$ cat config.mk
export PLATFORM = sky130hd
export DESIGN_NAME = bdp_out_skid
export DESIGN_NICKNAME = d
export VERILOG_FILES = /design/src/rtl/bdp_pkg.sv /design/src/rtl/bdp_out_skid.sv
export VERILOG_INCLUDE_DIRS = /design/src /design/src/rtl
export SDC_FILE = /design/constraint.sdc
export NUM_CORES = 1
export LEC_CHECK = 0
export BUFFER_PORTS_ARGS = -buffer_cell sky130_fd_sc_hd__buf_2
export CAP_MARGIN = 10
export CORE_UTILIZATION = 52
export CTS_CLUSTER_DIAMETER = 40
export CTS_CLUSTER_SIZE = 20
export DETAILED_ROUTE_END_ITERATION = 6
export PLACE_DENSITY = 0.79
export SLEW_MARGIN = 20
export SYNTH_ARGS = -nofsm -noshare
export SYNTH_HDL_FRONTEND = slang
export SYNTH_SLANG_ARGS = --single-unit
export TNS_END_PERCENT = 30
$ cat constraint.sdc
create_clock -name clk -period 6.2 [get_ports clk]
set_clock_uncertainty 0.2 [all_clocks]
set_input_delay 1.24 -clock clk [delete_from_list [all_inputs] [get_ports clk]]
set_output_delay 1.24 -clock clk [all_outputs]
set_load 0.02 [all_outputs]
$ cat src/rtl/assert_macros.svh
// assertion macros shared by bdp_out_skid and the top level
// expects signals named clk and rst in the including module
`ifndef ASSERT_MACROS_SVH
`define ASSERT_MACROS_SVH

// property checked at every clock edge outside reset
`define ASSERT_AT_CLK(name, prop, msg) \
  name: assert property (@(posedge clk) disable iff (rst) (prop)) else $error(msg);

// condition in one cycle implies a check in the next
`define ASSERT_NEXT(name, pre, post, msg) \
  name: assert property (@(posedge clk) disable iff (rst) (pre) |=> (post)) else $error(msg);

`endif

$ cat src/rtl/bdp_pkg.sv
// constants, types and field arithmetic for the beaver dot product share block
// arithmetic is over p = 2^64 - 59; no dependencies
package bdp_pkg;

  localparam int unsigned WORD_W  = 64;
  localparam int unsigned NUM_OPS = 7;
  localparam int unsigned TDATA_W = NUM_OPS * WORD_W;
  localparam int unsigned MUL_LAT = 8;

  localparam logic [WORD_W-1:0] FIELD_P = 64'hFFFF_FFFF_FFFF_FFC5;
  // 2^64 mod p
  localparam logic [WORD_W-1:0] FOLD_C  = 64'd59;

  typedef struct packed {
    logic              valid;
    logic [WORD_W-1:0] data;
  } result_t;

  // reduce a 64-bit word below p
  function automatic logic [WORD_W-1:0] mod_canon(input logic [WORD_W-1:0] v);
    logic [WORD_W:0] t;
    t = {1'b0, v} + {1'b0, FOLD_C};
    return t[WORD_W] ? t[WORD_W-1:0] : v;
  endfunction

  // a + b mod p for canonical a, b
  function automatic logic [WORD_W-1:0] mod_add(input logic [WORD_W-1:0] a,
                                                input logic [WORD_W-1:0] b);
    logic [WORD_W:0] s;
    logic [WORD_W:0] s2;
    s  = {1'b0, a} + {1'b0, b};
    s2 = s + {1'b0, FOLD_C};
    return s2[WORD_W] ? s2[WORD_W-1:0] : s[WORD_W-1:0];
  endfunction

  // a - b mod p for canonical a, b
  function automatic logic [WORD_W-1:0] mod_sub(input logic [WORD_W-1:0] a,
                                                input logic [WORD_W-1:0] b);
    logic [WORD_W:0]   diff;
    logic [WORD_W-1:0] alt;
    diff = {1'b0, a} - {1'b0, b};
    alt  = diff[WORD_W-1:0] - FOLD_C;
    return diff[WORD_W] ? alt : diff[WORD_W-1:0];
  endfunction

endpackage

$ cat src/rtl/bdp_out_skid.sv
// result register with one skid entry on the output stream
// depends on bdp_pkg and assert_macros.svh
`include "assert_macros.svh"

module bdp_out_skid import bdp_pkg::*; (
  input  logic              clk,
  input  logic              rst,
  input  result_t           push,
  output logic              full,
  output logic              m_tvalid,
  input  logic              m_tready,
  output logic [WORD_W-1:0] m_tdata
);

  logic              out_valid;
  logic [WORD_W-1:0] out_data;
  logic              skid_valid;
  logic [WORD_W-1:0] skid_data;
  logic              take;

  assign take     = out_valid && m_tready;
  assign full     = skid_valid;
  assign m_tvalid = out_valid;
  assign m_tdata  = out_data;

  always_ff @(posedge clk) begin
    if (rst) begin
      out_valid  <= 1'b0;
      skid_valid <= 1'b0;
    end else if (skid_valid) begin
      if (take) begin
        out_data   <= skid_data;
        skid_valid <= 1'b0;
      end
    end else if (push.valid) begin
      if (!out_valid || take) begin
        out_data  <= push.data;
        out_valid <= 1'b1;
      end else begin
        skid_data  <= push.data;
        skid_valid <= 1'b1;
      end
    end else if (take) begin
      out_valid <= 1'b0;
    end
  end

  `ASSERT_AT_CLK(a_skid_behind_main, skid_valid |-> out_valid, "skid entry without main entry")
  `ASSERT_AT_CLK(a_push_has_room, push.valid |-> !skid_valid, "result pushed while buffer full")

endmodule

---- Yosys cells after proc, flatten, opt, wreduce, memory -nomap -nowiden ----
Index checks and enable logic that the tools add are counted.
word-level totals
  register bits ........................... 130
  latch bits .............................. 0
  memory bits (writable) .................. 0
  ROM bits ................................ 0
  input port bits ......................... 68
  output and inout bits ................... 66
  memories kept ........................... 0
cells by class
  $add $sub $neg .......................... 0
  multipliers ............................. 0
  divide/modulo/power cells ............... 0
  magnitude comparators ................... 0
  equality and inequality tests ........... 2
  shift operators ......................... 0
  mux-type cells .......................... 11
  bitwise logic cells ..................... 3
  reduce and logical (&&, ||, !) cells .... 9
operator list
  operator              number
  $mux W64              4
  $reduce_and A4 Y1     2
  $mux W1               7
  $reduce_bool A2 Y1    3
  $ne A2 B1 Y1 const B  2
  $not A1 Y1            3
  $reduce_and A3 Y1     1
  $logic_and A1 B1 Y1   1
  $logic_not A1 Y1      1
  $logic_or A1 B1 Y1    1

---- Depth between registers and ports, before layout ----
Gate-level depths: netlist of the first run.
  depth in word-level cells ............... 5
  gate-level depth with buffers ........... 5
  gate-level depth less buffers ........... 2

---- Worst setup path after synthesis of the first run ----
Ideal clock, no wire load.
  path kind ............................... input-to-reg
  start point ............................. in rst
  end point ............................... reg skid_data[0] (enable)
  setup time .............................. 0.524 ns
  arrival time ............................ 4.851 ns
  data required time ...................... 5.476 ns
  setup slack ............................. 0.625 ns
  cell stages on the path ................. 1
  buffers on the path ..................... 0
  cell sequence ........................... nor4b_2
between the ends
  cells in the longest elaborated chain, start to end .. 2
ends and longest elaborated chain
  what                         line                source
  from (decl)                  bdp_out_skid.sv:7   input logic rst,
  $not A1 Y1 (no line)         n/a
  $reduce_and A4 Y1 (no line)  n/a
  to (signal assigned)         bdp_out_skid.sv:40  skid_data <= push.data;
  to (decl)                    bdp_out_skid.sv:18  logic [WORD_W-1:0] skid_data;
Every way passes these cells.
A chain may end at the register's enable or synchronous reset.

---- Worst setup path in the final report of the first run ----
  start point ............................. reg skid_valid, in the netlist full
  end point ............................... out full
RTL lines
  what                    line                source
  from (decl)             bdp_out_skid.sv:17  logic skid_valid;
  from (signal assigned)  bdp_out_skid.sv:29  skid_valid <= 1'b0;
  from (signal assigned)  bdp_out_skid.sv:33  skid_valid <= 1'b0;
  from (signal assigned)  bdp_out_skid.sv:41  skid_valid <= 1'b1;
  to (decl)               bdp_out_skid.sv:9   output logic full,
No word-level cell between the ends.

==> results of run 1 <==
==> kinds of logic (layout without fill, tap and decap cells) <==
logic type / count (synthesis) / count (layout) / synth area share [%]
and+or+nand+nor: 5 / 5 / 0.9835
DFF: 130 / 130 / 80.33
muxes: 64 / 64 / 16.30
AOI/OAI and AO/OA: 4 / 4 / 0.6987
buffers and inverters: 9 / 168 / 1.682
==> power by group through the flow <==
stage	combinational [µW]	clock, µW	sequential [µW]
2_1_floorplan	70.1	0	1070
3_3_place_gp	145	0	1050
3_5_place_dp	150	0	1050
4_1_cts	150	1020	1030
5_1_grt	158	1060	1030
6_report	148	1000	1030
==> stage by stage <==
stage	total power [µW]	utilization, %	area, µm²	instances	hold slack (ns)
after floorplan	1138	-	4835	212	0.3231
after global placement	1191	63.25	5597	447	0.3281
after detailed placement	1196	63.25	5597	447	0.3305
after CTS	2203	70.09	6202	479	0.3460
after global routing	2248	70.09	6202	479	0.3510
final	2180	70.09	6202	479	0.3438
==> state kept, by name, summed over array words and instances, names as in the netlist <==
name,cells
m_tvalid,1
m_tdata,64
skid_data,64
full,1
==> final timing paths <==
check / endpoint / slack (ns) / cells after the start
min reg2reg: m_tdata[38] / 0.34 / 1
max reg2reg: m_tdata[27] / 3.43 / 3
min: m_tdata[38] / 0.34 / 1
max: full / 2.92 / 1
==> layout make-up <==
class                   count  area share [%]
clock buffers              19           6.798
repair buffers            135           10.97
flip-flops and latches    130           62.68
inverters                   1         0.06052
well taps                 108           2.179
multi-input cells          73           14.34
clock inverters            13           2.965
==> Yosys cell counts <==
cell type / number
nor4b_2: 1
a221oi_2: 1
buf_12: 1
buf_2: 4
nand2b_1: 1
nand2_2: 1
a211oi_1: 1
nor2b_1: 1
buf_6: 2
dfxtp_1: 2
inv_1: 1
edfxtp_1: 128
a21oi_1: 1
o22ai_1: 1
mux2_2: 46
buf_8: 1
mux2_4: 18
nand2b_4: 1
==> worst reg2reg max path, cell delays in order, from the launching register on <==
cell and delay, ns:
dfxtp_4 1.02, nand2_2 0.15, a221oi_4 0.29, buf_4 0.69
==> metal layers <==
| layer | vias to the layer above | global-route usage [%] |
|---|---|---|
| li1 | 1148 | - |
| met1 | 1174 | 23.79 |
| met2 | 98 | 25.57 |
| met3 | 16 | 6.738 |
| met4 | 0 | 7.233 |
| met5 | - | 0 |
==> results.cfg, run 1 <==
[setup_path]
worstSetupPathType = reg -> out
path_cells = buf_2
worst_setup_path_start_kind = flop
crit_family = flip-flops
critPathRequiredTime_ns = 4.76
crit_arrival_ns = 1.84
slowest_stage = dfxtp_4
cp_max_fo = 69
critical-path-max-stage-delay_ns = 1.02
r2r-start = full
cp.buffers_inverters = 1
endpoint_kind = output pin
crit_path_start = full

[clock_network]
clk_pin_slew_ns = 0.06
cts_hold_buf = 0
tritoncts = yes
clk_latency_ns = 0.50
cts_buffers = 17
root_buffer = clkbuf_8
htree_num_levels = 4
cts_max_path_buffers = 2
cts_resized = 0
cts_setup_buffers = 0
cts_sinks = 130

[timing]
finalSetupViolCount = 0
final.min_clock_period_ns = 3.276
setup_tns_ns = 0
post-route-period-util_pct = 52.83
rsz0062_at_grt = no
timing.final.max_slew_violations = 0
hold_viol_final = 0
relSlewSlack_pct = 33.41
layout_setup_ws_ns = 2.924
max_slew.worst_pin.slew_ns = 0.9989
fmax_ghz = 0.3053

[routing]
drc = 8
viasPerCell = 5.086
first_iter_violations = 184
dr.pass1.iters = 7
wl_met2_um = 3776
postRouteAntennaNets = 0
route.vias.total = 2436
routedWlPerCell_um = 16.84
routed_wl_um = 8067
top_layer = met4
wl_met3_um = 565
drt-met1-wl_um = 3545

[placement]
gp_congestion = 0.7056
hpwl_um = 5100
place_ws_ns = 3.105
portBuffers = 133

[floorplanning]
rows = 34
die_x_um = 98.42
die_h_um = 98.42
num_io_pins = 134
core_um2 = 8848
die_area_um2 = 9687
initial_utilization_pct = 54.64

[logic_synthesis]
syn_area_um2 = 4835
synth_seq_cells = 130
synth.area.top_cells = edfxtp_1, mux2_2, mux2_4
synthDistinctLibCells = 18
synth_top_area_share_pct = 79.50
syn-num-nets = 280
synth_top_area_cell = edfxtp_1
ys_seq_area_share_pct = 80.33
syn_avg_cell_area_um2 = 22.80
syn_inst = 212
yosys_warnings = 0

[grt]
grt_max_degree = 70
overflow = 0
antenna_found_initial = 0
grt_usage_pct = 17.50
grt_pass1_wl_um = 12370
grt_pass1_vias = 2411

[outcome]
failed_checks = design-rule violations
status = finished with violations

[finish]
drive_above_1_share_pct = 62.53
layout_common_cells = buf_2, edfxtp_1, mux2_2
final_common_cell = buf_2
synthToLayoutAreaGrowth_pct = 28.29
fillers = 589
final_nets = 426
seq_area_um2 = 3887
diodes = 0
multi_input_area_um2 = 889.6

[hold_path]
min_path_type = reg -> reg
min_from = skid_data[38]

[pwr]
switchingPower_uw = 448.2
switching_share_pct = 20.56
p_leak_uw = 0.002331
p_per_area_nw_per_um2 = 351.5
power.share.sequential_pct = 47.2
internal_power_uw = 1732
clkPwrFrac_pct = 46.0
ir_worst_vdd_mv = 0.2282
p_comb_share_pct = 6.8

[flow_run]
maxCapViolations = 0
Note: power is estimated with default switching activity, not from simulation.
==> run 2, diff against run 1 <==
- CORE_UTILIZATION: 52 -> 47
- PLACE_DENSITY: 0.79 -> 0.76
- clock period: 6.2 -> 2.9 ns (I/O delays scaled with it)
==> results.cfg, run 2 (synthesized netlist as in run 1, its figures left out) <==
[setup_path]
endpoint_kind = output pin
critPathRequiredTime_ns = 2.12
worstSetupPathType = reg -> out
crit_arrival_ns = 1.71
worst_setup_path_start_kind = flop
cp_max_fo = 28

[finish]
drive_above_1_share_pct = 63.54
diodes = 0
final_nets = 428
seq_area_um2 = 3887
synthToLayoutAreaGrowth_pct = 30.02
layout_common_cells = buf_2, edfxtp_1, mux2_2
multi_input_area_um2 = 889.6
fillers = 706
final_common_cell = buf_2

[floorplanning]
num_io_pins = 134
die_area_um2 = 10700
die_x_um = 103.4
initial_utilization_pct = 49.01
rows = 36
die_h_um = 103.4
core_um2 = 9864

[timing]
hold_viol_final = 0
relSlewSlack_pct = 76.11
max_slew.worst_pin.slew_ns = 0.3583
post-route-period-util_pct = 85.70
final.min_clock_period_ns = 2.485
fmax_ghz = 0.4024
timing.final.max_slew_violations = 0
finalSetupViolCount = 0
rsz0062_at_grt = no
setup_tns_ns = 0

[clock_network]
root_buffer = clkbuf_8
clk_pin_slew_ns = 0.06
htree_num_levels = 4
cts_max_path_buffers = 2
clk_latency_ns = 0.49
cts_hold_buf = 0
tritoncts = yes
cts_sinks = 130
cts_resized = 0
cts_setup_buffers = 0
cts_buffers = 17

[routing]
viasPerCell = 4.700
route.vias.total = 2378
dr.pass1.iters = 5
drc = 0
routedWlPerCell_um = 15.15
postRouteAntennaNets = 0
routed_wl_um = 7667
first_iter_violations = 90

[grt]
grt_pass1_vias = 2221
overflow = 0
grt_max_degree = 65
grt_usage_pct = 15.12
antenna_found_initial = 0
grt_pass1_wl_um = 11310

[placement]
portBuffers = 133
hpwl_um = 4980
gp_congestion = 0.7033

[outcome]
status = finished clean

[pwr]
p_per_area_nw_per_um2 = 745.7
ir_worst_vdd_mv = 0.3494
total_power_uw = 4687
p_leak_uw = 0.002361

[hold_path]
min_path_type = in -> reg

[flow_run]
maxCapViolations = 0
run 2: cell count changes in the layout (fill, tap and decap cells not counted), sizes merged:
cell and change:
buf +2, clkbuf -2, clkinv +1, clkinvlp -1, inv +2
run 2: metrics by stage:
stage | hold WS, ns | utilization [%] | setup slack (ns) | cells | cell area [µm²]
finish | 0.07297 | 63.72 | 0.4147 | 506 | 6286
global route | 0.03201 | 63.72 | 0.3046 | 506 | 6286
CTS | 0.04142 | 63.72 | 0.3512 | 506 | 6286
detailed placement | 0.3319 | 57.46 | 0.8685 | 474 | 5668
global placement | 0.3282 | 57.46 | 0.8952 | 474 | 5668
floorplan | 0.3231 | - | -0.5925 | 212 | 4856
run 2: cell type report:
cell class	count	area share, %
Multi-Input combinational cell	73	14.15
Clock buffer	17	6.588
Clock inverter	15	3.244
Inverter	1	0.05971
Tap cell	133	2.647
Timing Repair Buffer	137	11.46
Sequential cell	130	61.84
run 2: path summary, 6_finish.rpt:
path / from / to / slack (ns) / cells after the start
worst max-delay path: full / full / 0.41 / 2
worst max register to register: full / m_tdata[48] / 1.00 / 3
worst min-delay path: push[18] / skid_data[18] / 0.07 / 1
worst min register to register: skid_data[37] / m_tdata[37] / 0.34 / 1
run 2: critical path, stage by stage, from the launching register on:
cell and delay [ns]:
dfxtp_4 0.55, buf_4 0.40, buf_2 0.24
run 2: report_power, final:
group	switching, µW	internal (µW)	total (µW)
logic	180	157	336
registers	25.8	2150	2180
clock network	768	1400	2170
total	973	3710	4690
run 2: metal layers:
metal	vias up	global-route usage, %	part of all wire (%)	routed length, µm
li1	1150	-	-	-
met1	1117	20.01	44	3343
met2	107	21.91	47	3641
met3	4	6.452	8.3	640
met4	0	6.501	0.55	42
met5	-	0	0	0
